===== config.mk =====
export PLATFORM = sky130hd
export DESIGN_NAME = qalu_front
export DESIGN_NICKNAME = d
export VERILOG_FILES = /design/src/rtl/core/qalu_pkg.sv /design/src/rtl/core/qalu_front.sv
export SDC_FILE = /design/constraint.sdc
export NUM_CORES = 1
export LEC_CHECK = 0
export BUFFER_PORTS_ARGS = -buffer_cell sky130_fd_sc_hd__buf_2
export CAP_MARGIN = 20
export CORE_MARGIN = 2
export CORE_UTILIZATION = 55
export CTS_CLUSTER_SIZE = 8
export DETAILED_ROUTE_END_ITERATION = 12
export GPL_TIMING_DRIVEN = 0
export HOLD_SLACK_MARGIN = 0.15
export PLACE_DENSITY_LB_ADDON = 0.12
export SLEW_MARGIN = 0
export SYNTH_ARGS = -nofsm -noshare
export SYNTH_HDL_FRONTEND = slang
export SYNTH_SLANG_ARGS = --single-unit
export TNS_END_PERCENT = 100

===== constraint.sdc =====
create_clock -name clk -period 14.8 [get_ports clk]
set_input_delay 1.48 -clock clk [delete_from_list [all_inputs] [get_ports clk]]
set_output_delay 1.48 -clock clk [all_outputs]
set_load 0.01 [all_outputs]

===== src/rtl/core/qalu_pkg.sv =====
// Package for the quaternion ALU: payload structs, operation codes,
// datapath widths and the rounding and clamping functions.
// No dependencies; every other file in rtl/core imports it.
package qalu_pkg;

  localparam int DEFAULT_FRAC_BITS = 16;
  localparam int ROOT_EXTRA = 30;
  localparam int FIFO_DEPTH = 4;

  localparam int COMP_W = 32;
  localparam int PROD_W = 64;
  localparam int SUM_W  = 66;
  localparam int PPH_W  = 66;
  localparam int PPL_W  = 65;
  localparam int WIDE_W = 100;
  localparam int SQ_W   = 126;
  localparam int SQ_TOP = 2 * (ROOT_EXTRA + 32);
  localparam int QUO_W  = 33;
  localparam int SH_W   = 7;

  localparam int IX = 0;
  localparam int IY = 1;
  localparam int IZ = 2;
  localparam int IW = 3;

  // Request codes, reused as work classes; K_NONE yields an all-zero result.
  localparam logic [2:0] OP_MUL  = 3'd0;
  localparam logic [2:0] OP_INV  = 3'd1;
  localparam logic [2:0] OP_ROT  = 3'd2;
  localparam logic [2:0] OP_NORM = 3'd3;
  localparam logic [2:0] OP_DOT  = 3'd4;
  localparam logic [2:0] K_NONE  = 3'd5;

  typedef logic signed [COMP_W-1:0] comp_t;

  typedef struct packed {
    logic [2:0] req_type;
    comp_t      a_x;
    comp_t      a_y;
    comp_t      a_z;
    comp_t      a_w;
    comp_t      b_x;
    comp_t      b_y;
    comp_t      b_z;
    comp_t      b_w;
  } qalu_req_t;

  typedef struct packed {
    comp_t r_x;
    comp_t r_y;
    comp_t r_z;
    comp_t r_w;
    logic  zero_length;
    logic  saturated;
  } qalu_res_t;

  typedef struct packed {
    logic [2:0]       kind;
    logic             zl;
    comp_t [3:0]      a;
    comp_t [3:0]      b;
  } qalu_entry_t;

  typedef struct packed {
    logic                  start;
    logic                  norm;
    logic [3:0]            neg;
    logic [3:0][SUM_W-1:0] mag;
    logic [SUM_W-1:0]      den;
  } qalu_iter_cmd_t;

  typedef struct packed {
    logic busy;
    logic done;
  } qalu_iter_stat_t;

  typedef struct packed {
    logic [COMP_W-1:0] val;
    logic              sat;
  } qalu_fin_t;

  // Clamp a sign and magnitude to the 32-bit two's complement range.
  function automatic qalu_fin_t fin_mag(input logic neg, input logic [WIDE_W:0] m);
    logic [WIDE_W:0]   lim;
    logic [COMP_W-1:0] m32;
    qalu_fin_t         f;
    lim = neg ? (WIDE_W+1)'(33'h080000000) : (WIDE_W+1)'(33'h07fffffff);
    if (m > lim) begin
      m32 = lim[COMP_W-1:0];
      f.sat = 1'b1;
    end else begin
      m32 = m[COMP_W-1:0];
      f.sat = 1'b0;
    end
    f.val = neg ? (~m32 + 32'd1) : m32;
    return f;
  endfunction

  // Divide by 2^s with rounding half away from zero, then clamp; s is at least one.
  function automatic qalu_fin_t fin_shift(input logic signed [WIDE_W-1:0] v,
                                          input logic [SH_W-1:0] s);
    logic [WIDE_W-1:0] mag;
    logic [WIDE_W:0]   sum;
    logic [WIDE_W:0]   q;
    logic              neg;
    mag = v[WIDE_W-1] ? WIDE_W'(-v) : WIDE_W'(v);
    sum = {1'b0, mag} + ((WIDE_W+1)'(1) << (s - 7'd1));
    q = sum >> s;
    neg = v[WIDE_W-1] && (q != '0);
    return fin_mag(neg, q);
  endfunction

endpackage


===== src/rtl/core/qalu_front.sv =====
// Front end of the quaternion ALU: classifies requests and queues them.
// Depends on qalu_pkg.
module qalu_front
  import qalu_pkg::*;
#(
  parameter int DEPTH = FIFO_DEPTH
) (
  input  logic        clk,
  input  logic        rst,
  input  logic        req_valid,
  output logic        req_stall,
  input  qalu_req_t   req_data,
  input  logic        pop,
  output logic        head_valid,
  output qalu_entry_t head
);

  localparam int PTR_W = $clog2(DEPTH);
  localparam int CNT_W = $clog2(DEPTH + 1);

  qalu_entry_t      mem [DEPTH];
  logic [PTR_W-1:0] wr_ptr;
  logic [PTR_W-1:0] rd_ptr;
  logic [CNT_W-1:0] count;
  qalu_entry_t      entry;
  logic             a_zero;
  logic             b_zero;
  logic             push;

  assign a_zero = (req_data.a_x == '0) && (req_data.a_y == '0) &&
                  (req_data.a_z == '0) && (req_data.a_w == '0);
  assign b_zero = (req_data.b_x == '0) && (req_data.b_y == '0) &&
                  (req_data.b_z == '0) && (req_data.b_w == '0);

  always_comb begin
    entry.a = {req_data.a_w, req_data.a_z, req_data.a_y, req_data.a_x};
    entry.b = {req_data.b_w, req_data.b_z, req_data.b_y, req_data.b_x};
    entry.zl = 1'b0;
    unique case (req_data.req_type)
      OP_MUL:  entry.kind = OP_MUL;
      OP_ROT:  entry.kind = OP_ROT;
      OP_DOT:  entry.kind = OP_DOT;
      OP_INV: begin
        entry.kind = b_zero ? K_NONE : OP_INV;
        entry.zl = b_zero;
      end
      OP_NORM: begin
        entry.kind = a_zero ? K_NONE : OP_NORM;
        entry.zl = a_zero;
      end
      default: entry.kind = K_NONE;
    endcase
  end

  assign req_stall = (count == CNT_W'(DEPTH));
  assign push = req_valid && !req_stall;
  assign head_valid = (count != '0);
  assign head = mem[rd_ptr];

  always_ff @(posedge clk) begin
    if (push) begin
      mem[wr_ptr] <= entry;
    end
  end

  always_ff @(posedge clk) begin
    if (rst) begin
      wr_ptr <= '0;
      rd_ptr <= '0;
      count <= '0;
    end else begin
      if (push) begin
        wr_ptr <= (wr_ptr == PTR_W'(DEPTH - 1)) ? '0 : wr_ptr + 1'b1;
      end
      if (pop) begin
        rd_ptr <= (rd_ptr == PTR_W'(DEPTH - 1)) ? '0 : rd_ptr + 1'b1;
      end
      if (push && !pop) begin
        count <= count + 1'b1;
      end else if (pop && !push) begin
        count <= count - 1'b1;
      end
    end
  end

`ifndef NO_ASSERTIONS
  a_pop_nonempty: assert property (@(posedge clk) disable iff (rst)
    pop |-> count != '0)
    else $error("queue popped while empty");

  a_count_up: assert property (@(posedge clk) disable iff (rst)
    push && !pop |=> count == $past(count) + 1'b1)
    else $error("queue count did not follow a push");
`endif

endmodule


# Yosys cells after proc, flatten, opt, wreduce, memory -nomap -nowiden
# Memories as Yosys holds them, arrays and structs flattened. A register that Yosys moved wholly into a read port is not among the register bits.
# Cells that the tools add are included.
[op_classes]
eq_ne = 7
addsub = 4
n_mux = 12
n_reduce_logical = 23
[ops]
columns = ["operator", "n"]
rows = [
  ["$logic_not 32->1", 8],
  ["$pmux 3 s5", 1],
  ["$mux 3", 4],
  ["$logic_and 1x1->1", 9],
  ["$mux 2", 4],
  ["$eq 3x2->1 const B", 2],
  ["$eq 3x3->1 const B", 2],
  ["$add 2x1->2 const B", 2],
  ["$eq 2x2->1 const B", 2],
  ["$add 3x1->3 const B", 1],
  ["$eq 3x1->1 const B", 1],
  ["$logic_not 1->1", 3],
  ["$logic_not 3->1", 1],
  ["$reduce_bool 3->1", 1],
  ["$sub 3x1->3 const B", 1],
  ["$mux 1", 2],
  ["$pmux 1 s2", 1],
  ["$reduce_bool 2->1", 1],
]
[totals]
ramBits = 1040
mem_count = 1
ff_bits = 7
wordCells = 50
inputBits = 263
out_inout_bits = 262
[memory_table]
columns = ["name", "depth", "width", "read_ports", "rd_clocked_by_memory_dff", "write_ports", "line_no", "rtl"]
rows = [
  ["mem", 4, 260, 1, 1, 1, "qalu_front.sv:21", "qalu_entry_t mem [DEPTH];"],
]

# Logic depth before layout (Yosys ltp)
# Gate-level depths: netlist of the first run.
[depth]
word_depth = 7
ltp_mapped = 9
depth_no_buf = 8

# Least setup slack after synthesis of the first run
# No wires, ideal clock.
[synth_path]
kind = "input to register"
startpoint = "input port req_valid"
endpoint = "memory mem[0][0] in the netlist's numbering (enable)"
t_required_ps = 14146
setup_time_ps = 654
arrival_time_ps = 7766
path_stages = 3
path_buffers = 1
path_slack_ps = 6380
cell_sequence = "nor2b_1 -> clkbuf_1 -> and2_1"
[synth_between]
elab_chain_cells = 3
[synth_rtl]
columns = ["element", "line_no", "rtl"]
rows = [
  ["from (decl)", "qalu_front.sv:10", "input logic req_valid,"],
  ["$logic_and 1x1->1", "qalu_front.sv:56", "assign push = req_valid && !req_stall;"],
  ["via push", "qalu_front.sv:28", "logic push;"],
  ["$mux 1", "qalu_front.sv:61", "if (push) begin"],
  ["$mux 1 (implied by the code)", "qalu_front.sv:62", "mem[wr_ptr] <= entry;"],
  ["to (decl)", "qalu_front.sv:21", ""],
]
# The timed path passes the listed nets, and every way through them passes these cells.

==> results of run 1 <==
==> synth_stat cells, types with 3 or more instances <==
library cell  number
buf_2             23
buf_1              8
edfxtp_1        1040
nor3_1             5
nand4_1           15
nor2_1            10
mux2i_1            4
mux4_2           260
inv_1              5
nand3_1            3
dfxtp_1            9
buf_4             19
ha_1               6
nor4_1            62
and2_1             4
clkbuf_1           9
==> power by group <==
group,total [mW],switching (mW),internal (mW),leakage [nW]
sequential,3.61,0.0510,3.56,9.60
clock,2.98,1.16,1.82,1.98
combinational,0.873,0.515,0.357,4.16
total,7.46,1.73,5.73,15.7
==> stage by stage <==
| stage | hold slack, ns | power, mW | setup slack (ns) |
|---|---|---|---|
| detailed placement | 0.545 | 4.55 | 10.16 |
| CTS | 0.553 | 7.53 | 10.16 |
| global placement | 0.473 | 4.63 | 1.17 |
| finish | 0.537 | 7.46 | 10.28 |
| floorplan | 0.455 | 4.18 | 6.38 |
| global route | 0.575 | 7.71 | 10.08 |
==> critical path: cells and delay by family, from the launching register on <==
family | cells | cell delay (ns)
flops | 1 | 0.30
mux | 1 | 0.38
buf+inv | 4 | 1.63
==> area by class of cell <==
| type | count | area, µm² | share of cell area (%) |
|---|---|---|---|
| Antenna cell | 14 | 35.0 | 0.0746 |
| Buffer | 59 | 322 | 0.685 |
| Clock buffer | 176 | 3850 | 8.20 |
| Clock inverter | 15 | 236 | 0.504 |
| Inverter | 5 | 18.8 | 0.0400 |
| Multi-Input combinational cell | 388 | 6710 | 14.3 |
| Sequential cell | 1049 | 31400 | 66.9 |
| Tap cell | 931 | 1160 | 2.48 |
| Timing Repair Buffer | 548 | 3220 | 6.85 |
==> logic make-up (layout without fill, tap and decap cells) <==
family	Yosys count	in the layout	share of synthesized area, %
flip-flops	1049	1049	81.7
AO/OA/AOI/OAI	7	7	0.120
XOR/XNOR	2	2	0.0456
buffers and inverters	64	803	0.885
other	0	14	0
adder cells (fa/ha/maj)	7	7	0.247
AND/OR/NAND/NOR	108	108	1.68
multiplexers	264	264	15.3
==> worst max-delay path by stage <==
| stage | from | to | slack [ns] | cells past startpoint |
|---|---|---|---|---|
| 3_5_place_dp | req_data[231] | mem[2][259] | 10.16 | 6 |
| 4_1_cts | flop | head[258] | 10.16 | 5 |
| 3_3_place_gp | req_valid | mem[1][22] | 1.17 | 4 |
| 6_report | flop | head[254] | 10.28 | 5 |
| 5_1_grt | flop | head[258] | 10.08 | 5 |
| 2_1_floorplan | req_valid | mem[0][0] | 6.38 | 3 |
==> layout by cell type, fill, tap and decap left out, types with 2 or more instances in the layout <==
| cell type | instances |
|---|---|
| mux2i_1 | 4 |
| buf_4 | 19 |
| a21oi_1 | 2 |
| o21ai_0 | 2 |
| nand3_1 | 3 |
| buf_16 | 17 |
| buf_2 | 548 |
| clkbuf_1 | 35 |
| edfxtp_1 | 1040 |
| xor2_1 | 2 |
| nand4_1 | 15 |
| buf_12 | 6 |
| buf_1 | 8 |
| nor4_1 | 62 |
| and2_4 | 4 |
| nor3b_1 | 2 |
| inv_6 | 6 |
| dfxtp_1 | 9 |
| nor2_1 | 10 |
| clkbuf_16 | 150 |
| nor4b_1 | 2 |
| or3_1 | 2 |
| clkinv_8 | 4 |
| inv_1 | 5 |
| clkinv_16 | 3 |
| mux4_2 | 260 |
| nor3_1 | 5 |
| diode_2 | 14 |
| ha_1 | 6 |
==> routing by layer <==
metal / vias up / global-route usage [%] / routed length, µm / share of wire [%]
met5: - / 0 / 65 / 0.074
met4: 10 / 7.79 / 2040 / 2.3
met3: 152 / 6.92 / 7280 / 8.3
met2: 782 / 38.6 / 43600 / 50
met1: 10000 / 33.4 / 34400 / 39
li1: 7989 / - / - / -
==> sequential cells by signal (all words and copies together), names as in the netlist, named ones only <==
name	cells
rd_ptr	2
count	3
mem	1040
wr_ptr	2
==> flow_summary_export.csv, run 1 <==
group,metric,value,unit
placement,place_area,0.0428,mm²
final_layout,final_area,0.0470,mm²
global_routing,grt_pass1_wl,126,mm
global_routing,antenna_found_initial,16,
sta,period_share,30.5,%
placement,gp_congestion,0.795,
setup_path,crit_chain,"buf_2, clkbuf_1, buf_2, mux4_2, buf_2",
logic_synthesis,seq_area_frac_synth,81.7,%
power_and_ir_drop,p_leak,15.7,nW
die,io_pins,525,
global_routing,grtUsageTotal,24.4,%
setup_path,worstReg2RegEnd,"mem[0][104]",
logic_synthesis,synthFlopType,"edfxtp_1",
die,die_w,268,µm
worst_hold_path,worst_hold_path_type,"flop to flop",
logic_synthesis,syn-cell-area,0.0385,mm²
cts,clk_pin_slew,0.05,ns
setup_path,rr_startpoint,"count[0]",
sta,rsz0062_at_grt,"false",
job,drv_cap,0,
die,fp.dieH,268,µm
sta,relSlewSlack,30.7,%
route,routed_via_density,5.96,
setup_path,reg2reg_depth,7,
cts,ctsHoldBuffers,0,
worst_hold_path,min_from,"count[2]",
logic_synthesis,ys_top_cells_by_area,"edfxtp_1 (81%), mux4_2 (15%), nor4_1 (1.0%)",
global_routing,grt_pass1_vias,19400,
sta,finalSetupTns,0,ns
setup_path,cp-end-kind,"primary output",
sta,worst_slew_pin_slew,1.03,ns
status,outcome,"complete, no violations",
final_layout,final_util,68.1,%
sta,setup_viol,0,
route,drc,0,
cts,cts_tree,"yes",
sta,hold_viol_final,0,
setup_path,r2r_slack,11.77,ns
route,drt-pass1-iter-count,5,
logic_synthesis,synthArstFlopShare,0,%
route,drtAntennaViolNets,0,
placement,portBuffers,524,
final_layout,final_cells,3185,
logic_synthesis,ys_ff_latch,1049,
worst_hold_path,hold_end,"count[2]",
global_routing,grt-ovfl-total,0,
cts,htree_levels,4,
final_layout,area_delta_synth_final,22.1,%
route,wl_per_cell,27.4,µm
logic_synthesis,synth_edf_count,1040,
placement,dp_hpwl,57.8,mm
final_layout,drive_gt1_share,45.5,%
logic_synthesis,synthCells,1501,
setup_path,cp_data_arrival_time,3.04,ns
route,drt_wl_total,87.4,mm
setup_path,cp_slowest_stage_delay,0.73,ns
route,via_count,19000,
sta,finalCriticalPeriod,4.52,ns
cts,clock-sinks,1049,
sta,fmax,221,MHz
logic_synthesis,synth_cell_types,29,
cts,cts.root.buffer_cell,"clkbuf_16",
cts,cts_buffer_depth,3,
cts,numCtsBuffers,149,
setup_path,critPathRequiredTime,13.32,ns
setup_path,start_kind,"flop",
logic_synthesis,yosysTopAreaCellShare,81.2,%
global_routing,grt_max_degree,57,
logic_synthesis,ys_warn_count,0,
power_and_ir_drop,power_density,159,mW/mm²
cts,insertion_delay,0.72,ns
logic_synthesis,synth.avg_cell_area,25.6,µm²
die,core_area,0.0689,mm²
final_layout,fill_cells,4427,
logic_synthesis,synth_largest_area_cell,"edfxtp_1",
die,row_count,96,
setup_path,criticalPathCategory,"flop to primary output",
die,die_area,0.0720,mm²
cts,cts_resized,0,
placement,dp_cells,2980,
setup_path,crit_path_top_delay_cell,"clkbuf_1",
logic_synthesis,syn_nets,1771,
sta,slew_viol_final,0,
sta,fin_skew,0.0152,ns
cts,post-cts-setup-buffers,0,
setup_path,cp_max_fo,10,
final_layout,finalNetCount,2470,
route,drtIter0Drc,1673,
die,start_util,55.8,%
worst_hold_path,min_path_cells,2,
setup_path,crit_top_cell,"buf_2",
power_and_ir_drop,max-vdd-ir-drop,0.000123,V
No activity file was read; power rests on OpenSTA's default activity.
==> run 2, diff against run 1 <==
==> constraint.sdc (replaced) <==
create_clock -name clk -period 4.63 [get_ports clk]
set_input_delay 0.463 -clock clk [delete_from_list [all_inputs] [get_ports clk]]
set_output_delay 0.463 -clock clk [all_outputs]
set_load 0.01 [all_outputs]
==> run 2 against run 1 <==
  * Flip-flop and latch count is the same
  * Cell area grew 5.4%
  * Routed wire length grew 5.5%
  * Power grew to 3.2 times the previous value
  * Global-route usage grew 1.6 points
  * Register-to-register slack lost 10 ns
  * Die area is the same
  * Non-clock buffer count grew 258
  * Critical endpoint is now head[250]
==> flow_summary_export.csv, run 2 (same netlist as run 1, synthesis figures left out) <==
group,metric,value,unit
placement,dp_hpwl,57.7,mm
power_and_ir_drop,max-vdd-ir-drop,0.000444,V
final_layout,top_register,"mem",
setup_path,cp-end-kind,"primary output",
sta,layout_setup_ws,1.11,ns
final_layout,top_regs,"mem x1040, count x3",
cts,insertion_delay,0.72,ns
status,outcome,"complete, no violations",
sta,worst_slew_pin_slew,0.985,ns
global_routing,antenna_found_initial,6,
cts,clk_pin_slew,0.05,ns
setup_path,crit_top_cell,"buf_2",
global_routing,grt_max_degree,52,
global_routing,grtUsageTotal,26.0,%
final_layout,area_delta_synth_final,28.7,%
cts,htree_levels,4,
placement,gp_congestion,0.796,
die,core_area,0.0689,mm²
cts,clock-sinks,1049,
cts,cts.root.buffer_cell,"clkbuf_16",
cts,post-cts-setup-buffers,0,
sta,period_share,76.1,%
sta,rsz0062_at_grt,"false",
final_layout,finalNetCount,2728,
power_and_ir_drop,p_leak,16.8,nW
global_routing,grt_pass1_wl,135,mm
route,wl_per_cell,26.9,µm
route,drt-pass1-iter-count,5,
job,drv_cap,0,
cts,numCtsBuffers,149,
cts,cts_buffer_depth,3,
route,drt_wl_total,92.2,mm
worst_hold_path,worst_hold_path_type,"primary input to flop",
die,fp.dieH,268,µm
final_layout,largest_reg_flops,1040,
sta,finalCriticalPeriod,3.52,ns
route,via_count,20100,
sta,relSlewSlack,33.8,%
global_routing,grt-ovfl-total,0,
power_and_ir_drop,power_density,487,mW/mm²
setup_path,cp_data_arrival_time,3.06,ns
final_layout,fill_cells,4098,
die,row_count,96,
sta,setup_viol,0,
setup_path,cp_num_buf_inv,4,
setup_path,crit_family,"buffers and inverters",
die,io_pins,525,
die,start_util,55.8,%
setup_path,criticalPathCategory,"flop to primary output",
setup_path,critPathRequiredTime,4.17,ns
placement,dp_cells,2979,
final_layout,most-common-layout-cells,"edfxtp_1 (1040), buf_2 (548), mux4_2 (260), dlygate4sd3_1 (259), clkbuf_16 (151)",
route,drtIter0Drc,1616,
setup_path,start_kind,"flop",
route,routed_via_density,5.86,
placement,portBuffers,524,
final_layout,drive_gt1_share,40.9,%
route,drc,0,
setup_path,crit_chain,"buf_2, clkbuf_1, buf_2, mux4_2, buf_2",
die,die_w,268,µm
die,die_area,0.0720,mm²
setup_path,crit_path_top_delay_cell,"clkbuf_1",
setup_path,cp_max_fo,10,
sta,fin_skew,0.0279,ns
setup_path,cp_slowest_stage_delay,0.68,ns
cts,cts_tree,"yes",
global_routing,grt_pass1_vias,21200,
sta,fmax,284,MHz
sta,finalSetupTns,0,ns
placement,pre_cts_ws,0.939,ns
final_layout,final_cells,3427,
final_layout,final_util,71.8,%
route,drtAntennaViolNets,0,
final_layout,mostFrequentLayoutCell,"edfxtp_1",
sta,slew_viol_final,0,
sta,hold_viol_final,0,
-- run 2: changes by cell type in the layout (fill, tap and decap cells not counted), sizes merged --
cell,change
clkbuf,-8
buf,-1
inv,-1
dlygate4sd3,+259
diode,-7
-- run 2: worst paths after layout --
kind	end	cells past startpoint	startpoint	slack (ns)
setup / recovery	head[250]	5	flop	1.11
hold / removal	mem[3][257]	2	req_data[256]	0.25
setup reg to reg	mem[3][140]	7	count[0]	1.75
hold reg to reg	flop	2	rd_ptr[1]	0.54
-- run 2: through the flow --
stage / cell area [µm²] / total power [mW] / hold slack [ns]
after global routing: 49500 / 24.9 / 0.236
final: 49500 / 24.1 / 0.245
after detailed placement: 42800 / 14.5 / 0.521
after global placement: 42200 / 14.6 / 0.473
after floorplan: 38500 / 13.2 / 0.455
after CTS: 49500 / 24.3 / 0.210
-- run 2: worst register-to-register path, delay by kind of cell (launching register included) --
kind / cells / cell delay (ns)
flops: 1 / 0.40
buf+inv: 4 / 1.28
simple gates: 3 / 0.83
-- run 2: timing repair --
item / in CTS / in global routing
hold buffers: 259 / 0
endpoints found under the hold margin: 1037 / 0
gates resized for setup: 0 / 0
-- run 2: metal layers --
layer  vias up  track usage, %  share of wire (%)
li1       8477               -                  -
met1     10600            34.6                 38
met2       838            42.1                 50
met3       169            6.58                7.8
met4         4            10.3                3.4
met5         -               0              0.020
-- run 2: cell type report --
type / instances / area [µm²] / share of cell area, %
Tap cell: 931 / 1160 / 2.35
Inverter: 5 / 18.8 / 0.0379
Multi-Input combinational cell: 388 / 6710 / 13.6
Sequential cell: 1049 / 31400 / 63.5
Clock buffer: 168 / 3840 / 7.76
Antenna cell: 7 / 17.5 / 0.0354
Clock inverter: 14 / 228 / 0.460
Timing Repair Buffer: 806 / 5780 / 11.7
Buffer: 59 / 322 / 0.650
-- run 2: power breakdown --
group / internal [mW] / total [mW] / switching, mW
clock network: 5.81 / 9.54 / 3.73
logic: 1.29 / 3.00 / 1.71
registers: 11.4 / 11.6 / 0.173
total: 18.5 / 24.1 / 5.62
